File: src/fdeq_pkg.sv
// ----------------------------------------------------------------------------
// fdeq_pkg
// shared constants and controller/datapath interface types for the
// frame delay event queue
// ----------------------------------------------------------------------------
package fdeq_pkg;

  localparam int QUEUE_DEPTH = 16;
  localparam int CNT_W       = $clog2(QUEUE_DEPTH + 1);

  // result kinds
  localparam logic [1:0] KIND_FIRED   = 2'd0;
  localparam logic [1:0] KIND_NONE    = 2'd1;
  localparam logic [1:0] KIND_SCHED   = 2'd2;
  localparam logic [1:0] KIND_REJECT  = 2'd3;

  // input command codes
  localparam logic CMD_SCHEDULE = 1'b0;
  localparam logic CMD_TICK     = 1'b1;

  typedef struct packed {
    logic       load;
    logic       insert;
    logic       pop;
    logic       advance;
    logic       push;
    logic [1:0] kind;
    logic       last;
  } ctrl_cmd_t;

  typedef struct packed {
    logic head_due;
    logic next_due;
    logic full;
    logic out_free;
  } dp_status_t;

endpackage

File: src/fdeq_ctrl.sv
// ----------------------------------------------------------------------------
// fdeq_ctrl
// sequencer for schedule and tick transactions of the event queue
// ----------------------------------------------------------------------------
module fdeq_ctrl (
  input  logic                  clk,
  input  logic                  rst,
  input  logic                  in_valid,
  output logic                  in_ready,
  input  logic                  cmd,
  input  fdeq_pkg::dp_status_t  status,
  output fdeq_pkg::ctrl_cmd_t   ctrl
);

  typedef enum logic [2:0] {
    S_IDLE   = 3'b001,
    S_INSERT = 3'b010,
    S_TICK   = 3'b100
  } state_t;

  state_t state, state_next;

  always_ff @(posedge clk) begin
    if (rst) begin
      state <= S_IDLE;
    end else begin
      state <= state_next;
    end
  end

  always_comb begin
    state_next   = state;
    in_ready     = 1'b0;
    ctrl         = '0;
    ctrl.kind    = fdeq_pkg::KIND_NONE;
    unique case (state)
      S_IDLE: begin
        in_ready = 1'b1;
        if (in_valid) begin
          ctrl.load  = 1'b1;
          state_next = (cmd == fdeq_pkg::CMD_TICK) ? S_TICK : S_INSERT;
        end
      end
      S_INSERT: begin
        if (status.out_free) begin
          ctrl.push   = 1'b1;
          ctrl.last   = 1'b1;
          ctrl.kind   = status.full ? fdeq_pkg::KIND_REJECT : fdeq_pkg::KIND_SCHED;
          ctrl.insert = !status.full;
          state_next  = S_IDLE;
        end
      end
      S_TICK: begin
        if (status.out_free) begin
          ctrl.push = 1'b1;
          if (status.head_due) begin
            // one fired event per cycle while the result register is free, last when the next one is not due
            ctrl.kind = fdeq_pkg::KIND_FIRED;
            ctrl.pop  = 1'b1;
            ctrl.last = !status.next_due;
            if (!status.next_due) begin
              ctrl.advance = 1'b1;
              state_next   = S_IDLE;
            end
          end else begin
            ctrl.kind    = fdeq_pkg::KIND_NONE;
            ctrl.last    = 1'b1;
            ctrl.advance = 1'b1;
            state_next   = S_IDLE;
          end
        end
      end
      default: begin
        state_next = S_IDLE;
      end
    endcase
  end

endmodule

File: src/fdeq_datapath.sv
// ----------------------------------------------------------------------------
// fdeq_datapath
// sorted entry chain, frame counter, item latch and result register
// ----------------------------------------------------------------------------
module fdeq_datapath (
  input  logic                 clk,
  input  logic                 rst,
  input  logic [15:0]          delay_frames,
  input  logic [15:0]          event_tag,
  input  fdeq_pkg::ctrl_cmd_t  ctrl,
  output fdeq_pkg::dp_status_t status,
  output logic                 out_valid,
  input  logic                 out_ready,
  output logic [1:0]           kind,
  output logic [15:0]          fired_tag,
  output logic                 last
);

  localparam int D = fdeq_pkg::QUEUE_DEPTH;

  logic [15:0]                delay_q;
  logic [15:0]                tag_q;
  logic [31:0]                frame_count;
  logic [fdeq_pkg::CNT_W-1:0] entry_count;
  logic [31:0]                entry_due [D];
  logic [15:0]                entry_tag [D];
  logic [31:0]                new_due;
  logic [D-1:0]               le;
  logic [D-1:0]               prev_le;
  logic [31:0]                prev_due [D];
  logic [15:0]                prev_tag [D];
  logic [31:0]                up_due [D];
  logic [15:0]                up_tag [D];
  logic [31:0]                head_age;
  logic [31:0]                next_age;

  // item latch
  always_ff @(posedge clk) begin
    if (ctrl.load) begin
      delay_q <= delay_frames;
      tag_q   <= event_tag;
    end
  end

  assign new_due = frame_count + {16'b0, delay_q};

  // each cell compares its offset from the current frame with the new delay
  genvar g;
  generate
    for (g = 0; g < D; g++) begin : g_cell
      assign le[g] = (entry_count > fdeq_pkg::CNT_W'(g)) &&
                     ((entry_due[g] - frame_count) <= {16'b0, delay_q});
      if (g == 0) begin : g_first
        assign prev_le[g]  = 1'b0;
        assign prev_due[g] = new_due;
        assign prev_tag[g] = tag_q;
      end else begin : g_rest
        assign prev_le[g]  = le[g-1];
        assign prev_due[g] = entry_due[g-1];
        assign prev_tag[g] = entry_tag[g-1];
      end
      if (g == D - 1) begin : g_tail
        assign up_due[g] = entry_due[g];
        assign up_tag[g] = entry_tag[g];
      end else begin : g_body
        assign up_due[g] = entry_due[g+1];
        assign up_tag[g] = entry_tag[g+1];
      end

      always_ff @(posedge clk) begin
        if (ctrl.insert) begin
          if (!le[g]) begin
            if (g == 0 || prev_le[g]) begin
              entry_due[g] <= new_due;
              entry_tag[g] <= tag_q;
            end else begin
              entry_due[g] <= prev_due[g];
              entry_tag[g] <= prev_tag[g];
            end
          end
        end else if (ctrl.pop) begin
          entry_due[g] <= up_due[g];
          entry_tag[g] <= up_tag[g];
        end
      end
    end
  endgenerate

  always_ff @(posedge clk) begin
    if (rst) begin
      entry_count <= '0;
      frame_count <= '0;
    end else begin
      if (ctrl.insert) begin
        entry_count <= entry_count + fdeq_pkg::CNT_W'(1);
      end else if (ctrl.pop) begin
        entry_count <= entry_count - fdeq_pkg::CNT_W'(1);
      end
      if (ctrl.advance) begin
        frame_count <= frame_count + 32'd1;
      end
    end
  end

  // wrap-aware due test: reached when frame - due is below half range
  assign head_age = frame_count - entry_due[0];
  assign next_age = frame_count - entry_due[1];

  assign status.head_due = (entry_count != '0) && !head_age[31];
  assign status.next_due = (entry_count >= fdeq_pkg::CNT_W'(2)) && !next_age[31];
  assign status.full     = (entry_count == fdeq_pkg::CNT_W'(D));
  assign status.out_free = !out_valid || out_ready;

  // result register
  always_ff @(posedge clk) begin
    if (rst) begin
      out_valid <= 1'b0;
    end else if (ctrl.push) begin
      out_valid <= 1'b1;
    end else if (out_ready) begin
      out_valid <= 1'b0;
    end
  end

  always_ff @(posedge clk) begin
    if (ctrl.push) begin
      kind      <= ctrl.kind;
      last      <= ctrl.last;
      fired_tag <= (ctrl.kind == fdeq_pkg::KIND_FIRED) ? entry_tag[0] : 16'd0;
    end
  end

endmodule

File: src/frame_delay_event_queue.sv
// ----------------------------------------------------------------------------
// frame_delay_event_queue
// delayed-event queue ordered by due frame, with a 32-bit frame counter
// ----------------------------------------------------------------------------
// input channel (in_valid/in_ready): one transaction is a schedule
//   (cmd 0: delay_frames, event_tag) or a frame tick (cmd 1)
// output channel (out_valid/out_ready): kind, fired_tag, last
//   schedule -> one result, kind scheduled or rejected full
//   tick -> one fired result per due event, oldest due first, or a
//   single "none due" result; last marks the end of each transaction
// entries sit in a sorted register chain of QUEUE_DEPTH cells; a schedule
//   finds its place and shifts the tail in the same cycle, equal due frames
//   keep insertion order
// a schedule is accepted, then inserted with its result queued
// a tick is accepted, then does one chain pop per fired event
// one transaction is processed at a time; the next is accepted as soon
//   as the previous one has queued its last result
// the result register lets a new transaction be accepted while the
//   last result still waits; a stalled receiver holds the sequencer
// reset clears the frame counter, the fill count and the result valid
// ----------------------------------------------------------------------------
module frame_delay_event_queue (
  input  logic        clk,
  input  logic        rst,
  input  logic        in_valid,
  output logic        in_ready,
  input  logic        cmd,
  input  logic [15:0] delay_frames,
  input  logic [15:0] event_tag,
  output logic        out_valid,
  input  logic        out_ready,
  output logic [1:0]  kind,
  output logic [15:0] fired_tag,
  output logic        last
);

  fdeq_pkg::ctrl_cmd_t  ctrl;
  fdeq_pkg::dp_status_t status;

  // sequencer
  fdeq_ctrl u_ctrl (
    .clk      (clk),
    .rst      (rst),
    .in_valid (in_valid),
    .in_ready (in_ready),
    .cmd      (cmd),
    .status   (status),
    .ctrl     (ctrl)
  );

  // sorted chain, counters and result register
  fdeq_datapath u_datapath (
    .clk          (clk),
    .rst          (rst),
    .delay_frames (delay_frames),
    .event_tag    (event_tag),
    .ctrl         (ctrl),
    .status       (status),
    .out_valid    (out_valid),
    .out_ready    (out_ready),
    .kind         (kind),
    .fired_tag    (fired_tag),
    .last         (last)
  );

endmodule
File: config.mk
export PLATFORM = sky130hd
export DESIGN_NAME = frame_delay_event_queue
export DESIGN_NICKNAME = d
export VERILOG_FILES = /design/src/fdeq_pkg.sv /design/src/fdeq_ctrl.sv /design/src/fdeq_datapath.sv /design/src/frame_delay_event_queue.sv
export SDC_FILE = /design/constraint.sdc
export NUM_CORES = 2
export LEC_CHECK = 0
export BUFFER_PORTS_ARGS = -buffer_cell sky130_fd_sc_hd__buf_4
export CORE_UTILIZATION = 50
export DETAILED_ROUTE_END_ITERATION = 12
export PLACE_DENSITY = 0.68
export REMOVE_ABC_BUFFERS = 1
export SYNTH_ARGS = -nofsm -noshare
export SYNTH_HDL_FRONTEND = slang
export SYNTH_SLANG_ARGS = --single-unit
File: constraint.sdc
create_clock -name clk -period 11.48 [get_ports clk]
set_clock_uncertainty 0.1 [all_clocks]
set_input_delay 0 -clock clk [delete_from_list [all_inputs] [get_ports clk]]
set_output_delay 0 -clock clk [all_outputs]
set_load 0.01 [all_outputs]
== Yosys cells after proc, flatten, opt, wreduce, memory -nomap -nowiden ==
Memory sizes are Yosys's and may differ from the RTL's.
Cells that the tools add are included.
Storage, ports and cells
  register bits after elaboration: 92
  latch bits: 0
  memory bits (writable): 768
  memory bits (read-only): 0
  output and inout port bits: 21
  memories kept: 2
Cells by class
  add/subtract/negate cells: 22
  multipliers: 0
  div/mod/pow operators: 0
  order comparisons: 33
  equality and inequality tests: 8
  shift-type cells: 0
  mux-type cells: 212
  bitwise gates (word level): 62
  reduce and logical (&&, ||, !) cells: 29
Memory list
  u_datapath.entry_due: words 16, width 32, rd ports 16, clocked after Yosys merged registers in 0, write ports 16, line fdeq_datapath.sv:25  | logic [31:0] entry_due [D];
  u_datapath.entry_tag: words 16, width 16, rd ports 16, clocked after Yosys merged registers in 0, write ports 16, line fdeq_datapath.sv:26  | logic [15:0] entry_tag [D];
Operators with widths (count)
  $mux W32: 31
  $sub A32 B32 Y32: 18
  $le A32 B16 Y1: 16
  $mux W16: 31
  $mux W1: 136
  $or A1 B1 Y1: 62
  $gt A5 B4 Y1 const B: 8
  $add A32 B1 Y32 const B: 1
  $add A32 B16 Y32: 1
  $gt A5 B3 Y1 const B: 4
  $logic_and A1 B1 Y1: 18
  $mux W3: 6
  $gt A5 B1 Y1 const B: 2
  $gt A5 B2 Y1 const B: 2
  $mux W5: 2
  $pmux W3 S3: 1
  $pmux W4 S2: 1
  $mux W6: 1
  $ne A2 B2 Y1 const B: 3
  $add A5 B1 Y5 const B: 1
  $eq A5 B5 Y1 const B: 1
  $ge A5 B2 Y1 const B: 1
  $logic_not A1 Y1: 5
  $reduce_bool A5 Y1: 1
  11 further kinds: 13

== Logic depth before layout (Yosys ltp) ==
An unclocked memory read counts as a cell.
  depth in word-level cells: 12
  gate-level depth with buffers: 27

== Hierarchy ==
Synthesis repeated with hierarchy kept, for this count alone.
Unflattened totals
  cell total of the unflattened synthesis: 8884
  area total of the unflattened synthesis: 78454.0 µm²
Modules (own cells, without submodules)
  fdeq_datapath: instances 1, cells an instance 8855, area each 78210.0 µm²
  fdeq_ctrl: instances 1, cells an instance 29, area each 244.0 µm²

== Worst setup path before layout ==
No wires, ideal clock.
  path kind: register -> register
  from: register u_datapath.frame_count[1]
  to: memory u_datapath.entry_due[4][0], in the netlist u_datapath.entry_due[2][0], enable pin
  setup time: 0.520 ns
  arrival time: 8.362 ns
  required time: 10.860 ns
  slack: 2.497 ns
  stages on the path, launching flop included: 21
  cell sequence: dfxtp_1 inv_1 ha_1 nor2b_1 o31a_1 o31ai_2 o211ai_1 a31oi_1 xnor2_1 ha_1 nand4_1 a2111oi_0 a211oi_1 o21ai_0 a21oi_1 or4b_1 nor4_1 nor4b_2 buf_2 clkbuf_1 o21ai_0
RTL lines
  start: declaration: line fdeq_datapath.sv:23  | logic [31:0] frame_count;
  start signal: assignment: line fdeq_datapath.sv:100  | frame_count <= frame_count + 32'd1;
  end: declaration: line fdeq_datapath.sv:25

==> run metrics <==
final cycle utilization of the critical path=80.5%; via count=between 70,000 and 80,000; worst vdd ir=0.134 mV; Net Sw Frac=between 20% and 30%; largest family of logic cells by synthesized area=compound AO/OA/AOI/OAI gates; Worst path max stage delay=1.07 ns; relative slew slack=4.28%; Core ar.=0.156 mm^2; gr usage total=48.0%; post-synth top area share=31.3%; TritonCTS Sinks=860; Vias/cell=7.26; fmax=108 MHz; post-layout min period=9.24 ns; most frequent CP cell=nor2_1; Layout Nets=9,731; status=finished, final reports clean; mux contribution to synthesized area=about 4.3%; Util after Layout=~55%; most frequent cell after synthesis=nand2_1; Critical Path Sink Type=flop; post-synthesis xor/xnor area fraction=4.50%; CTS clk-pin slew, worst paths=around 0.060 ns; CP cell instances=inv_1, buf_4, ha_1, nor2b_1, o31ai_2, a211oi_2, buf_4, nor2_1, nor2_1, nor2_1, ha_1, nand4_1, inv_1, a21oi_1, o211a_1, nor2_1, nor4_1, and4_1, nand4_1, buf_4, nand2_1, nand2_2, buf_12; hold_buf cts=73; FP Rows=145; total power=~7.6 mW; PD cells=~89 mW/mm^2; global-route wire length before repair=543,000 um; total wire length=between 300,000 and 400,000 um; leading area contributor after synthesis=edfxtp_1; top cells by area, synth=edfxtp_1 31%, ha_1 13%, a21oi_1 4.9%, nand2_1 4.3%, nor2_1 3.3%; LEAKAGE=32.3 nW; DRC viols=0; postcts setup bufs=0; setup ws final=2.24 ns; post-detail-place hpwl=approximately 290,000 um; TritonRoute pass-1 iters=9; post-route cell area=around 0.085 mm^2; register share of total power=46.5%; combinational power share=9.8%; Simple-Gate Fraction of Synth Area=16.0%; hold_sp=out_ready; slowest CP cell=a21oi_1; placed cell areas=0.0813 mm^2; Max Cap Viol=0; antenna violations before repair=18; Compound-Gate Fraction of Synth Area=24.7%; initial DRC count=11,600; Async SR Flop Fraction=0%; port bufs=57; Syn Inst Count=approximately 9,000; dpl cells=10,700; H-Tree Depth=3; synth cell count leaders=892 x nand2_1, 836 x ha_1, 819 x edfxtp_1; Netlist cell types=around 100; remaining antenna violation count=0; setup TNS=0 ns; layout cells sized above 1=under 10%; GP Congestion=between 1 and 1.5; CTS resizes=0; Clock power frac=43.7%; Cell Area, Synth=0.0786 mm^2; post-synthesis adder-cell area fraction=13.7%; Num CTS Buffers=98; Worst Tran Pin Value=1.43 ns; IO Pins=58; worst r2r src=u_datapath.frame_count[2]$_SDFFE_PP0P_; synth warn=0; Synth Register Bits=860; largest net degree at the start of global routing=171; critical path arrival=9.61 ns; Final Hold Viols=0; Area growth, synth to finish=8.48%; Skew-Pair Late Insertion Delay=0.80 ns; Die Wd=around 400 um; Hold WS=between 0.1 and 0.15 ns; CTS tree=built; Die ar.=around 0.16 mm^2; worst slack, placed=2.80 ns; root buf cell=clkbuf_16; P_int=5.53 mW; final-report setup violation count=0; Pins Over Slew Limit=0; Worst setup SP type=flop; number of global-route vias before repair=74,900; Req. time, crit path=11.85 ns; initial core utilization=50.3%; crit path from=u_datapath.frame_count[2]$_SDFFE_PP0P_; RSZ-0062 raised after global routing=no; average cell area after synthesis=8.81 um^2; height of the die=399 um; Crit Path Max Fanout=25; total grt overflow=0; HP Class=input port to flop; main flop type after synthesis=edfxtp_1; net switching power=approximately 2 mW; WL/cell=35.8 um; critical path class=flop to flop; CTS Buffer Depth=3; EDFF count, synth=819; non-filler cells, final=around 11,000; sequential cell area fraction in the yosys report=between 30 and 40%
==> critical path: cells and delay by family (launching register included) <==
family          cells  cell delay (ns)
flops               1             0.38
compound gates      4             2.39
fa+ha+maj           2             0.68
simple gates       11             3.11
buf+inv             6             2.13
==> cell families after synthesis <==
logic type	count (synthesis)
fa+ha+maj	853
compound gates	2931
flops	860
mux	326
xor+xnor	404
simple gates	2687
buf+inv	869
==> metal layers <==
metal	vias up	part of all wire, %	global-route usage (%)
met5	-	0.053	0.726
met4	12	9.9	40.3
met3	1517	13	12.4
met2	5941	43	72.9
met1	38500	35	56.8
li1	33800	-	-
==> cell type report <==
| cell class | instances | area [um^2] |
|---|---|---|
| Antenna cell | 8 | 20.0 |
| Inverter | 385 | 1450 |
| Fill cell | 14200 | 70900 |
| Timing Repair Buffer | 295 | 2470 |
| Tap cell | 2058 | 2570 |
| Clock buffer | 119 | 2530 |
| Clock inverter | 59 | 716 |
| Sequential cell | 860 | 25400 |
| Multi-Input combinational cell | 7201 | 50100 |
==> power by group through the flow <==
stage	clock (mW)	combinational [mW]	sequential, mW
finish	3.31	0.742	3.52
global route	3.40	0.779	3.52
CTS	3.30	0.704	3.52
detailed placement	0	0.682	3.58
global placement	0	0.661	3.58
floorplan	0	0.418	3.56
==> path summary, 6_finish.rpt <==
kind	to	slack (ns)	cells past startpoint
worst max-delay path	u_datapath.entry_tag[1][89]$_DFFE_PP_	2.24	23
worst min-delay path	u_ctrl.state[0]$_SDFFE_PP1P_	0.13	5
worst max register to register	u_datapath.entry_tag[1][89]$_DFFE_PP_	2.24	23
worst min register to register	u_datapath.entry_tag[0][38]$_DFFE_PP_	0.43	2
==> cells in the final DEF (no fill, tap or decap), drive strengths merged, types with 41 or more instances in the layout <==
cell	Yosys	final
nand2	892	892
ha	836	836
edfxtp	819	819
a21oi	767	767
nor2	685	685
o21ai	574	574
inv	385	388
xnor2	280	280
nand3	242	242
mux2i	238	238
a21o	226	226
buf	130	221
nand4	192	192
nor3	162	162
a211oi	129	129
a22oi	125	125
xor2	124	124
o22ai	123	123
clkbuf	354	120
o21a	119	119
o211ai	102	102
a31oi	97	97
mux2	88	88
a221o	87	87
o221ai	87	87
nand2b	86	86
and2	78	78
dlygate4sd3	0	73
nor2b	70	70
o21bai	69	69
nor4	61	61
and3	60	60
or3	44	44
o31ai	44	44
dfxtp	41	41
==> flip-flops by register name, indices dropped and copies added, names as in the netlist <==
signal,flops
u_datapath.entry_due,512
u_datapath.entry_tag,256
u_datapath.frame_count,32
u_datapath.delay_q,16
u_datapath.fired_tag,16
u_datapath.tag_q,16
u_datapath.entry_count,5
u_ctrl.state,3
u_datapath.kind,2
u_datapath.last,1
u_datapath.out_valid,1
Power figures use the tool's default switching activity.
